==> src/rtl/mrrsa_pkg.sv <==
// Shared types and constants of the multi-reader ring space allocator.
package mrrsa_pkg;

  // Command codes on the request channel.
  localparam logic [1:0] CMD_ALLOC  = 2'd0;
  localparam logic [1:0] CMD_REG    = 2'd1;
  localparam logic [1:0] CMD_UPDATE = 2'd2;
  localparam logic [1:0] CMD_NONE   = 2'd3;

  // Ring capacity after reset, in bytes.
  localparam logic [31:0] CAP_RESET = 32'd1048576;

  // Result status codes.
  typedef enum logic [2:0] {
    ST_OK         = 3'd0,
    ST_TOO_LARGE  = 3'd1,
    ST_NO_SPACE   = 3'd2,
    ST_FULL       = 3'd3,
    ST_BAD_READER = 3'd4
  } status_e;

  // Operation after classification by the front end.
  typedef enum logic [2:0] {
    OP_ALLOC,
    OP_TOO_LARGE,
    OP_REG,
    OP_UPDATE,
    OP_BAD_READER,
    OP_NOP
  } op_e;

  // Back-end sequencer states.
  typedef enum logic [2:0] {
    BK_IDLE,
    BK_SCAN,
    BK_PREP,
    BK_COMMIT,
    BK_REPLY
  } back_state_e;

  // One classified request as it travels through the queue.
  typedef struct packed {
    op_e         op;
    logic [31:0] size;
    logic [2:0]  id;
    logic [47:0] pos;
  } req_t;

endpackage

==> src/rtl/mrrsa_ram.sv <==
// Generic single-write, single-read RAM with registered read data.
module mrrsa_ram #(
  parameter int WIDTH = 48,
  parameter int DEPTH = 8
) (
  input  logic                                     clk_i,
  input  logic                                     we_i,
  input  logic [(DEPTH > 1 ? $clog2(DEPTH) : 1)-1:0] waddr_i,
  input  logic [WIDTH-1:0]                         wdata_i,
  input  logic [(DEPTH > 1 ? $clog2(DEPTH) : 1)-1:0] raddr_i,
  output logic [WIDTH-1:0]                         rdata_o
);

  logic [WIDTH-1:0] mem_q [DEPTH];
  logic [WIDTH-1:0] rdata_q;

  always_ff @(posedge clk_i) begin
    if (we_i) begin
      mem_q[waddr_i] <= wdata_i;
    end
    rdata_q <= mem_q[raddr_i];
  end

  assign rdata_o = rdata_q;

endmodule

==> src/rtl/mrrsa_front.sv <==
// Front end: accepts requests, classifies them and queues them for the back end.
module mrrsa_front #(
  parameter int MAX_READERS = 8
) (
  input  logic                clk_i,
  input  logic                rst_ni,
  input  logic                in_valid_i,
  output logic                in_stall_o,
  input  logic [1:0]          cmd_i,
  input  logic [31:0]         request_size_i,
  input  logic [2:0]          reader_id_i,
  input  logic [47:0]         reader_position_i,
  input  logic [31:0]         cap_i,
  output logic                req_valid_o,
  output mrrsa_pkg::req_t     req_o,
  input  logic                req_pop_i
);
  import mrrsa_pkg::*;

  req_t       fifo_q [2];
  logic       wr_ptr_q, wr_ptr_d;
  logic       rd_ptr_q, rd_ptr_d;
  logic [1:0] cnt_q, cnt_d;
  logic       push;
  req_t       cls;

  // Classification: everything that is known at acceptance is decided here.
  always_comb begin
    cls.size = request_size_i;
    cls.id   = reader_id_i;
    cls.pos  = reader_position_i;
    unique case (cmd_i)
      CMD_ALLOC:  cls.op = (request_size_i > cap_i) ? OP_TOO_LARGE : OP_ALLOC;
      CMD_REG:    cls.op = OP_REG;
      CMD_UPDATE: cls.op = (32'(reader_id_i) >= 32'(MAX_READERS)) ? OP_BAD_READER
                                                                    : OP_UPDATE;
      CMD_NONE:   cls.op = OP_NOP;
      default:    cls.op = OP_NOP;
    endcase
  end

  assign in_stall_o  = (cnt_q == 2'd2);
  assign push        = in_valid_i && !in_stall_o;
  assign req_valid_o = (cnt_q != 2'd0);
  assign req_o       = fifo_q[rd_ptr_q];

  always_comb begin
    wr_ptr_d = wr_ptr_q + push;
    rd_ptr_d = rd_ptr_q + req_pop_i;
    cnt_d    = cnt_q + 2'(push) - 2'(req_pop_i);
  end

  always_ff @(posedge clk_i or negedge rst_ni) begin
    if (!rst_ni) begin
      wr_ptr_q <= 1'b0;
      rd_ptr_q <= 1'b0;
      cnt_q    <= 2'd0;
    end else begin
      wr_ptr_q <= wr_ptr_d;
      rd_ptr_q <= rd_ptr_d;
      cnt_q    <= cnt_d;
    end
  end

  always_ff @(posedge clk_i) begin
    if (push) begin
      fifo_q[wr_ptr_q] <= cls;
    end
  end

endmodule

==> src/rtl/mrrsa_back.sv <==
// Back end: executes queued requests, scans readers and holds the result register.
module mrrsa_back #(
  parameter int MAX_READERS = 8
) (
  input  logic            clk_i,
  input  logic            rst_ni,
  input  logic            req_valid_i,
  input  mrrsa_pkg::req_t req_i,
  output logic            req_pop_o,
  input  logic [31:0]     cap_i,
  output logic            out_valid_o,
  input  logic            out_stall_i,
  output logic [2:0]      status_o,
  output logic [31:0]     block_offset_o,
  output logic [2:0]      assigned_reader_o
);
  import mrrsa_pkg::*;

  localparam int AW  = (MAX_READERS > 1) ? $clog2(MAX_READERS) : 1;
  localparam int CW  = $clog2(MAX_READERS + 1);
  localparam int IDW = (AW > 3) ? AW : 3;
  localparam int RW  = (CW > 3) ? CW : 3;

  back_state_e state_q, state_d;
  req_t        req_q, req_d;
  logic [47:0] wp_q, wp_d;
  logic [31:0] woff_q, woff_d;
  logic [CW-1:0] count_q, count_d;
  logic [CW-1:0] scan_idx_q, scan_idx_d;
  logic        have_q, have_d;
  logic        first_q, first_d;
  logic [47:0] min_q, min_d;
  logic [47:0] lag_q, lag_d;
  logic [32:0] adv_q, adv_d;
  logic [32:0] end_q, end_d;
  logic        fits_q, fits_d;
  logic        out_valid_q, out_valid_d;
  logic [2:0]  out_status_q, out_status_d;
  logic [31:0] out_offset_q, out_offset_d;
  logic [2:0]  out_assigned_q, out_assigned_d;

  logic          ram_we;
  logic [AW-1:0] ram_waddr;
  logic [47:0]   ram_wdata;
  logic [47:0]   ram_rdata;
  logic          res_ready;
  logic          issue;
  logic          cur_lt;
  logic [48:0]   need;
  logic [IDW-1:0] id_ext;
  logic [RW-1:0]  cnt_ext;

  mrrsa_ram #(
    .WIDTH (48),
    .DEPTH (MAX_READERS)
  ) u_pos_ram (
    .clk_i   (clk_i),
    .we_i    (ram_we),
    .waddr_i (ram_waddr),
    .wdata_i (ram_wdata),
    .raddr_i (scan_idx_q[AW-1:0]),
    .rdata_o (ram_rdata)
  );

  assign res_ready = !out_valid_q || !out_stall_i;
  assign issue     = (scan_idx_q < count_q);
  assign cur_lt    = (woff_q < cap_i);
  assign need      = {1'b0, lag_q} + {16'd0, adv_q};
  assign id_ext    = IDW'(req_q.id);
  assign cnt_ext   = RW'(count_q);

  always_comb begin
    state_d        = state_q;
    req_d          = req_q;
    wp_d           = wp_q;
    woff_d         = woff_q;
    count_d        = count_q;
    scan_idx_d     = scan_idx_q;
    have_d         = have_q;
    first_d        = first_q;
    min_d          = min_q;
    lag_d          = lag_q;
    adv_d          = adv_q;
    end_d          = end_q;
    fits_d         = fits_q;
    out_valid_d    = out_valid_q && out_stall_i;
    out_status_d   = out_status_q;
    out_offset_d   = out_offset_q;
    out_assigned_d = out_assigned_q;
    req_pop_o      = 1'b0;
    ram_we         = 1'b0;
    ram_waddr      = count_q[AW-1:0];
    ram_wdata      = wp_q;

    unique case (state_q)
      BK_IDLE: begin
        if (req_valid_i) begin
          req_pop_o  = 1'b1;
          req_d      = req_i;
          scan_idx_d = '0;
          have_d     = 1'b0;
          first_d    = 1'b1;
          if (req_i.op == OP_ALLOC) begin
            if (count_q == '0) begin
              min_d   = wp_q;
              state_d = BK_PREP;
            end else begin
              state_d = BK_SCAN;
            end
          end else begin
            state_d = BK_REPLY;
          end
        end
      end

      BK_SCAN: begin
        // Reads are issued one per cycle; the read data comes back from the RAM's output register.
        if (have_q) begin
          if (first_q || (ram_rdata < min_q)) begin
            min_d = ram_rdata;
          end
          first_d = 1'b0;
        end
        have_d = issue;
        if (issue) begin
          scan_idx_d = scan_idx_q + 1'b1;
        end else begin
          state_d = BK_PREP;
        end
      end

      BK_PREP: begin
        lag_d  = wp_q - min_q;
        end_d  = {1'b0, woff_q} + {1'b0, req_q.size};
        fits_d = cur_lt && (end_d <= {1'b0, cap_i});
        if (fits_d) begin
          adv_d = {1'b0, req_q.size};
        end else if (cur_lt) begin
          adv_d = {1'b0, cap_i - woff_q} + {1'b0, req_q.size};
        end else begin
          adv_d = {1'b0, req_q.size};
        end
        state_d = BK_COMMIT;
      end

      BK_COMMIT: begin
        if (res_ready) begin
          out_valid_d    = 1'b1;
          out_offset_d   = '0;
          out_assigned_d = '0;
          if (need >= {17'd0, cap_i}) begin
            out_status_d = ST_NO_SPACE;
          end else begin
            out_status_d = ST_OK;
            if (fits_q) begin
              out_offset_d = woff_q;
              woff_d       = (end_q == {1'b0, cap_i}) ? 32'd0 : end_q[31:0];
            end else begin
              woff_d = req_q.size;
            end
            wp_d = wp_q + 48'(adv_q);
          end
          state_d = BK_IDLE;
        end
      end

      BK_REPLY: begin
        if (res_ready) begin
          out_valid_d    = 1'b1;
          out_offset_d   = '0;
          out_assigned_d = '0;
          out_status_d   = ST_OK;
          unique case (req_q.op)
            OP_REG: begin
              if (count_q >= CW'(MAX_READERS)) begin
                out_status_d = ST_FULL;
              end else begin
                ram_we         = 1'b1;
                ram_waddr      = count_q[AW-1:0];
                ram_wdata      = wp_q;
                out_assigned_d = cnt_ext[2:0];
                count_d        = count_q + 1'b1;
              end
            end
            OP_UPDATE: begin
              ram_we    = 1'b1;
              ram_waddr = id_ext[AW-1:0];
              ram_wdata = req_q.pos;
            end
            OP_BAD_READER: out_status_d = ST_BAD_READER;
            OP_TOO_LARGE:  out_status_d = ST_TOO_LARGE;
            OP_ALLOC,
            OP_NOP:        out_status_d = ST_OK;
            default:       out_status_d = ST_OK;
          endcase
          state_d = BK_IDLE;
        end
      end

      default: state_d = BK_IDLE;
    endcase
  end

  always_ff @(posedge clk_i or negedge rst_ni) begin
    if (!rst_ni) begin
      state_q     <= BK_IDLE;
      wp_q        <= '0;
      woff_q      <= '0;
      count_q     <= '0;
      scan_idx_q  <= '0;
      have_q      <= 1'b0;
      first_q     <= 1'b1;
      out_valid_q <= 1'b0;
    end else begin
      state_q     <= state_d;
      wp_q        <= wp_d;
      woff_q      <= woff_d;
      count_q     <= count_d;
      scan_idx_q  <= scan_idx_d;
      have_q      <= have_d;
      first_q     <= first_d;
      out_valid_q <= out_valid_d;
    end
  end

  always_ff @(posedge clk_i) begin
    req_q          <= req_d;
    min_q          <= min_d;
    lag_q          <= lag_d;
    adv_q          <= adv_d;
    end_q          <= end_d;
    fits_q         <= fits_d;
    out_status_q   <= out_status_d;
    out_offset_q   <= out_offset_d;
    out_assigned_q <= out_assigned_d;
  end

  assign out_valid_o       = out_valid_q;
  assign status_o          = out_status_q;
  assign block_offset_o    = out_offset_q;
  assign assigned_reader_o = out_assigned_q;

endmodule

==> src/rtl/multi_reader_ring_space_allocator.sv <==
// Top level of the multi-reader ring space allocator.
//
//  Channel   Direction  Handshake              Payload
//  request   in         in_valid_i/in_stall_o  cmd, request_size, reader_id, reader_position
//  result    out        out_valid_o/out_stall_i status, block_offset, assigned_reader
//  config    in         cfg_we_i               cfg_wdata_i (ring capacity)
//
// A register, update, unused, oversize or bad-reader request passes from idle
// through the reply state in the back end. An allocate request within the
// capacity passes through the scan, prep and commit states, or skips the scan
// with no reader registered; the reader position scan reads one entry of the
// position RAM per cycle. A stalled result holds the back end for as long as
// the stall lasts. Reset clears the write position, offset and reader count;
// the position RAM needs no clearing pass, since an entry is always written at
// registration before any scan reads it. Until full, a two-entry queue accepts
// requests while the back end works or a result waits in the output register.
module multi_reader_ring_space_allocator #(
  parameter int MAX_READERS = 8
) (
  input  logic        clk_i,
  input  logic        rst_ni,
  input  logic        in_valid_i,
  output logic        in_stall_o,
  input  logic [1:0]  cmd_i,
  input  logic [31:0] request_size_i,
  input  logic [2:0]  reader_id_i,
  input  logic [47:0] reader_position_i,
  output logic        out_valid_o,
  input  logic        out_stall_i,
  output logic [2:0]  status_o,
  output logic [31:0] block_offset_o,
  output logic [2:0]  assigned_reader_o,
  input  logic        cfg_we_i,
  input  logic [31:0] cfg_wdata_i
);
  import mrrsa_pkg::*;

  // The ring capacity register. The user must change it only while the block is
  // idle, so that both halves see one value; the block does not enforce this.
  logic [31:0] cap_q;
  logic        req_valid;
  logic        req_pop;
  req_t        req;

  always_ff @(posedge clk_i or negedge rst_ni) begin
    if (!rst_ni) begin
      cap_q <= CAP_RESET;
    end else if (cfg_we_i) begin
      cap_q <= cfg_wdata_i;
    end
  end

  // The front end decodes each request and flags oversize allocations and
  // bad reader identifiers before queueing it.
  mrrsa_front #(
    .MAX_READERS (MAX_READERS)
  ) u_front (
    .clk_i             (clk_i),
    .rst_ni            (rst_ni),
    .in_valid_i        (in_valid_i),
    .in_stall_o        (in_stall_o),
    .cmd_i             (cmd_i),
    .request_size_i    (request_size_i),
    .reader_id_i       (reader_id_i),
    .reader_position_i (reader_position_i),
    .cap_i             (cap_q),
    .req_valid_o       (req_valid),
    .req_o             (req),
    .req_pop_i         (req_pop)
  );

  // The back end owns the allocator state, finds the slowest reader and
  // commits each request together with its result.
  mrrsa_back #(
    .MAX_READERS (MAX_READERS)
  ) u_back (
    .clk_i             (clk_i),
    .rst_ni            (rst_ni),
    .req_valid_i       (req_valid),
    .req_i             (req),
    .req_pop_o         (req_pop),
    .cap_i             (cap_q),
    .out_valid_o       (out_valid_o),
    .out_stall_i       (out_stall_i),
    .status_o          (status_o),
    .block_offset_o    (block_offset_o),
    .assigned_reader_o (assigned_reader_o)
  );

endmodule

==> config.mk <==
export PLATFORM = sky130hd
export DESIGN_NAME = multi_reader_ring_space_allocator
export DESIGN_NICKNAME = d
export VERILOG_FILES = /design/src/rtl/mrrsa_pkg.sv /design/src/rtl/mrrsa_ram.sv /design/src/rtl/mrrsa_front.sv /design/src/rtl/mrrsa_back.sv /design/src/rtl/multi_reader_ring_space_allocator.sv
export SDC_FILE = /design/constraint.sdc
export NUM_CORES = 2
export LEC_CHECK = 0
export BUFFER_PORTS_ARGS = -buffer_cell sky130_fd_sc_hd__buf_2
export CORE_ASPECT_RATIO = 0.5
export CORE_MARGIN = 5
export CORE_UTILIZATION = 63
export DETAILED_ROUTE_END_ITERATION = 8
export PLACE_DENSITY = 0.9
export SLEW_MARGIN = 0
export SYNTH_ARGS = -nofsm -noshare
export SYNTH_HDL_FRONTEND = slang
export SYNTH_SLANG_ARGS = --single-unit
==> constraint.sdc <==
create_clock -name clk_i -period 14.2 [get_ports clk_i]
set_clock_uncertainty 0.2 [all_clocks]
set_input_delay 2.13 -clock clk_i [delete_from_list [all_inputs] [get_ports clk_i]]
set_output_delay 2.13 -clock clk_i [all_outputs]
set_load 0.05 [all_outputs]
=== Word-level counts from Yosys, hierarchy flattened ===
Memories as Yosys holds them, arrays and structs flattened. A register that Yosys moved wholly into a read port is not among the register bits.
Cells that the tools add are included.

* $add $sub $neg: 12
* $lt $le $gt $ge: 7
* Equality and inequality tests: 23
* Muxes and demuxes: 59
* Bitwise operators: 3
* Reductions and logical operators: 26

{| class="wikitable"
|+ Operators by type and width
! cell !! number
|-
| $mux 48 || 8
|-
| $mux 32 || 8
|-
| $pmux 48 s2 || 1
|-
| $add 32x32->33 || 2
|-
| $pmux 32 s2 || 1
|-
| $add 48x33->49 || 1
|-
| $ge 49x32->1 || 1
|-
| $add 48x33->48 || 1
|-
| $lt 48x48->1 || 1
|-
| $sub 48x48->48 || 1
|-
| $mux 3 || 12
|-
| $eq 33x32->1 || 1
|-
| $le 33x32->1 || 1
|-
| $gt 32x32->1 || 1
|-
| $lt 32x32->1 || 1
|-
| $sub 32x32->32 || 1
|-
| $pmux 3 s4 || 2
|-
| $ne 2x1->1 const B || 8
|-
| $mux 1 || 15
|-
| $reduce_and 3->1 || 5
|-
| $eq 3x2->1 const B || 4
|-
| $pmux 3 s2 || 2
|-
| $pmux 3 s3 || 1
|-
| $add 4x1->4 const B || 2
|-
| other kinds (26) || 49
|}

* Register bits after elaboration: 417
* RAM bits: 556
* Bits of input ports: 122
* Logic and storage cells: 157
* Memories kept: 2

{| class="wikitable"
|+ Memories
! name !! words !! bits a word !! rd ports !! clocked after Yosys merged registers in !! write ports !! RTL line !! source
|-
| u_back.u_pos_ram.mem_q || 8 || 48 || 1 || 1 || 1 || mrrsa_ram.sv:14 || <nowiki>logic [WIDTH-1:0] mem_q [DEPTH];</nowiki>
|-
| u_front.fifo_q || 2 || 86 || 1 || 0 || 1 || mrrsa_front.sv:20 || <nowiki>req_t fifo_q [2];</nowiki>
|}

=== Longest topological paths before layout ===
* Depth in word-level cells: 7
* Depth in mapped cells: 28

=== Modules after synthesis ===
From an unflattened synthesis, not the netlist that was laid out.

* Cells, all modules: 4010
* Area, all modules: 53426.2 um^2

{| class="wikitable"
|+ By module, submodules not included
! module !! instances !! cells an instance !! area an instance (um^2) !! sequential area each (um^2)
|-
| mrrsa_back || 1 || 2919 || 29161.7 || 10971.8
|-
| mrrsa_ram || 1 || 616 || 15620.0 || 12492.0
|-
| mrrsa_front || 1 || 407 || 7298.2 || 5265.0
|-
| multi_reader_ring_space_allocator || 1 || 68 || 1346.3 || 802.0
|}

=== Worst setup path before layout ===
No wires, ideal clock.

* Path kind: flip-flop to flip-flop
* Start point: reg u_back.state_q[2]
* End point: reg u_back.adv_q[0], enable pin
* Library setup time: 0.754 ns
* Data arrival time: 8.958 ns
* Slack: 4.288 ns
* Cell stages (with the launch flop): 3
* Cell sequence: dfrtp_1 clkbuf_1 nor3b_1

* Cells in the longest elaborated chain, start to end: 1

{| class="wikitable"
|+ Ends and longest elaborated chain
! element !! RTL line !! source
|-
| start, declared || mrrsa_back.sv:24 || <nowiki>back_state_e state_q, state_d;</nowiki>
|-
| start signal, assigned || mrrsa_back.sv:215 || <nowiki>state_q <= state_d;</nowiki>
|-
| $eq 3x2->1 || mrrsa_back.sv:95 || <nowiki>unique case (state_q)</nowiki>
|-
| end signal, assigned || mrrsa_back.sv:230 || <nowiki>adv_q <= adv_d;</nowiki>
|-
| end, declared || mrrsa_back.sv:34 || <nowiki>logic [32:0] adv_q, adv_d;</nowiki>
|}

No other way between the ends.
A chain may end at the register's enable or synchronous reset.

=== Worst setup path after layout ===
* Start point: reg u_back.adv_q[5]
* End point: reg u_back.wp_q[9]

* Cells in the longest elaborated chain, start to end: 4
* Elaborated cells on any way between the ends: 5
* Classes of those cells: add/sub (2); order compare (1); bitwise (1); reduce/logical (1)

{| class="wikitable"
|+ Ends and longest elaborated chain
! element !! RTL line !! source
|-
| $add 48x33->49 || mrrsa_back.sv:68 || <nowiki>assign need = {1'b0, lag_q} + {16'd0, adv_q};</nowiki>
|-
| $ge 49x32->1 || mrrsa_back.sv:151 || <nowiki>if (need >= {17'd0, cap_i}) begin</nowiki>
|-
| $not 1->1 (no source line) || -- ||
|-
| $reduce_and 3->1 (no source line) || -- ||
|-
| end signal, assigned || mrrsa_back.sv:216 || <nowiki>wp_q <= wp_d;</nowiki>
|-
| end, declared || mrrsa_back.sv:26 || <nowiki>logic [47:0] wp_q, wp_d;</nowiki>
|}

Several ways; a longest one is shown, not always the timed one.

==> reports/qor.yml <==
yosys.area_share.adder_pct: 8.93
die_w_um: 418
wirelength_um: 150000
start_util_pct: 63.9
hold_viol_final: 0
fmax_ghz: 0.150
wire_per_inst_um: 28.2
ant_nets: 0
syn_to_final_growth_pct: 9.83
worstSetupStartpoint: "u_back.adv_q[5]"
min_path_type: "reg2reg"
grt_antenna_before_repair: 12
port_buffers: 161
async_flop_share_pct: 12.7
slew_violations: 0
layout.cells.most_common_list: "edfxtp_1 (843), ha_1 (363), o21ai_0 (256)"
muxShareOfSynthArea_pct: 10.2
grt.overflow.total: 0
clock_path_buffers: 3
h-tree-depth: 3
rrSetupSlack_ns: 7.53
drtIter0Drc: 4894
critPathSlowestCell: "or2_2"
synth_top_family_by_area: "compound AO/OA/AOI/OAI gates"
fin_tns_setup_ns: 0
track_usage_pct: 32.9
netlist_area_um2: 52500
p_sw_share_pct: 34.4
grt_max_degree: 71
critPathMaxFanout: 33
post_cts_resized: 0
grt_pass1_vias: 36600
crit_chain: "ha_1 -> nand4_1 -> o31ai_1 -> nand2_1 -> a31oi_2 -> nand2b_1 -> a21boi_2 -> o221ai_1 -> xor2_1 -> ha_1 -> and4_1 -> nand4_1 -> nor3_1 -> a21o_1 -> or4b_2 -> nand4b_1 -> nand3b_1 -> or2_2 -> buf_4 -> mux2_2"
rsz0062_at_grt: "false"
worst_pin_slew_ns: 1.18
die_y_um: 214
layout_commonest_cell: "edfxtp_1"
seq_power_share_pct: 43.5
io_pins: 162
synthSimpleGateAreaFrac_pct: 7.15
post-cts-setup-buffers: 0
end_kind: "flop"
synth_ff_type: "edfxtp_1"
path_clk_slew_ns: 0.07
cts_made_buffers: 89
cp-start-kind: "flop"
setup_violations: 0
synth_compound_area_share_pct: 11.1
power_frac_comb_pct: 29.1
dr.pass1.iters: 6
num_rows: 74
leakagePower_uw: 0.0235
yosys_register_bits: 1021
hold_ws_ns: 0.309
cts_tree: "done"
final_nets: 4626
p_clk_share_pct: 27.3
synth_edf_count: 843
die-area_um2: 89500
syn_area_per_cell_um2: 13.2
power.switching_uw: 3290
worstPathArrival_ns: 7.05
core_um2: 82100
post-route-period-util_pct: 47.0
post-route-drc-count: 0
root_buffer: "clkbuf_16"
setup.worst_path.end: "u_back.wp_q[9]"
synth_cell_type_count: 96
fin_util_pct: 70.2
vdd_drop_max_v: 0.000131
final_layout_size_suffix_gt1_share_pct: 18.4
yosys_warnings: 0
insertion_delay_ns: 0.73
place.gp.congestion: 0.982
vias: 36700
grt_pass1_wl_um: 224000
required_ns: 14.58
viasPerCell: 6.90
dpl.hpwl_um: 97900
crit_type: "reg2reg"
maxCapViolations: 0
netlist_instances: 3983
r2r_end: "u_back.wp_q[9]"
slew_headroom_pct: 21.2
seq_area_frac_synth_pct: 56.3
max_stage_delay_ns: 0.73
p_int_uw: 6270
r2r_cells: 20
cts.sinks: 1021
period_minus_slack_ns: 6.67
cts_hold_buf: 0
r2r-start: "u_back.adv_q[5]"
outcome: "completed"
synth-xor-area-share_pct: 3.82
synthesis.nets: 4476
power_density_nw_per_um2: 166
-- area by class of cell --
type / count / area (um^2)
flip-flops and latches: 1021 / 29500
fillers: 4978 / 24500
multi-input cells: 2627 / 21800
clock buffers: 126 / 2580
well taps: 1102 / 1380
repair buffers: 190 / 1030
inverters: 204 / 768
clock inverters: 42 / 552
diodes: 11 / 27.5
-- per-stage QoR --
stage | cells | total power [uW] | area [um^2] | setup WS (ns)
after floorplan | 3983 | 6020 | 52500 | 4.29
after global placement | 5144 | 6770 | 54500 | 7.72
after detailed placement | 5144 | 6900 | 54500 | 7.66
after CTS | 5312 | 9510 | 57600 | 7.66
after global routing | 5318 | 9930 | 57600 | 7.26
final | 5323 | 9560 | 57700 | 7.53
-- power groups by stage --
stage	sequential (uW)	combinational (uW)	clock [uW]
floorplan	4180	1840	0
global placement	4170	2590	0
detailed placement	4200	2700	0
CTS	4140	2740	2620
global route	4180	3000	2750
finish	4160	2790	2610
-- critical path: cells and delay by family, from the launching register on --
| kind | cells | cell delay (ns) |
|---|---|---|
| AND/OR/NAND/NOR | 10 | 2.64 |
| AO/OA/AOI/OAI | 5 | 1.41 |
| adder cells (fa/ha/maj) | 2 | 0.75 |
| buffers and inverters | 1 | 0.57 |
| flip-flops | 1 | 0.42 |
| multiplexers | 1 | 0.40 |
| XOR/XNOR | 1 | 0.14 |
-- flip-flops by register name (all words and copies together) (netlist names), 2 cells and up --
| signal | count |
|---|---|
| u_back.state_q | 3 |
| cap_q | 32 |
| u_back.block_offset_o | 32 |
| u_back.req_q | 83 |
| u_front.cnt_q | 2 |
| u_back.end_q | 33 |
| u_back.status_o | 3 |
| u_back.min_q | 48 |
| u_back.u_pos_ram.mem_q | 384 |
| u_back.adv_q | 33 |
| u_back.u_pos_ram.rdata_o | 48 |
| u_front.fifo_q | 172 |
| u_back.scan_idx_q | 4 |
| u_back.id_ext | 3 |
| u_back.woff_q | 32 |
| u_back.cnt_ext | 4 |
| u_back.wp_q | 48 |
| u_back.lag_q | 48 |
| u_back.assigned_reader_o | 3 |
-- synthesized netlist by cell type, types with 10 or more instances --
master    count  area [um^2]
nand3_1      47          235
mux2_4       19          285
nand2b_1     41          257
o21a_1       46          345
a22oi_1      34          255
o31a_1       10         87.6
mux4_2       96         2160
ha_1        365         4570
nand2_1     174          653
or3_1        11         68.8
a211oi_1     20          150
nor4_1       56          350
o211ai_1     19          143
inv_1       204          766
a21o_1      144         1080
dfxtp_1      48          961
nor3_1       52          260
dfrtp_1     128         3200
nor2_1      150          563
clkbuf_1    100          375
and3_1       22          138
buf_1        14         52.6
and2_1       22          138
nand4_1      62          388
edfxtp_1    843        25300
a31o_2       11         96.3
o21ai_1      10         50.1
nor2b_1      41          257
or2_2        13         81.3
a31oi_1      23          144
mux2_2      255         2870
o21bai_1     26          195
o21ai_0     256         1280
xnor2_1     130         1140
a21oi_1     219         1100
xor2_1       99          867
-- layer usage --
metal | global-route usage, % | share of wire [%] | up-vias
met5 | 0 | 0.017 | -
met1 | 45.0 | 38 | 18000
met2 | 51.1 | 45 | 2665
met4 | 13.7 | 4.8 | 4
met3 | 7.87 | 12 | 539
li1 | - | - | 15600
-- kinds of logic (layout without fill, tap and decap cells) --
group                    Yosys count  after routing
multiplexers                     376            376
buffers and inverters            335            562
AND/OR/NAND/NOR                  734            734
AO/OA/AOI/OAI                    917            917
other                              0             11
flip-flops                      1021           1021
XOR/XNOR                         229            229
adder cells (fa/ha/maj)          371            371
-- worst min-delay path by stage --
stage / start / to / cells past startpoint
6_report: u_front.cnt_q[1] / u_front.cnt_q[1] / 1
5_1_grt: u_front.cnt_q[1] / u_front.cnt_q[1] / 1
4_1_cts: u_front.cnt_q[1] / u_front.cnt_q[1] / 1
3_5_place_dp: u_front.cnt_q[1] / u_front.cnt_q[1] / 1
3_3_place_gp: u_back.first_q / u_back.first_q / 2
2_1_floorplan: u_back.first_q / u_back.first_q / 2
No activity file was read; power rests on OpenSTA's default activity.
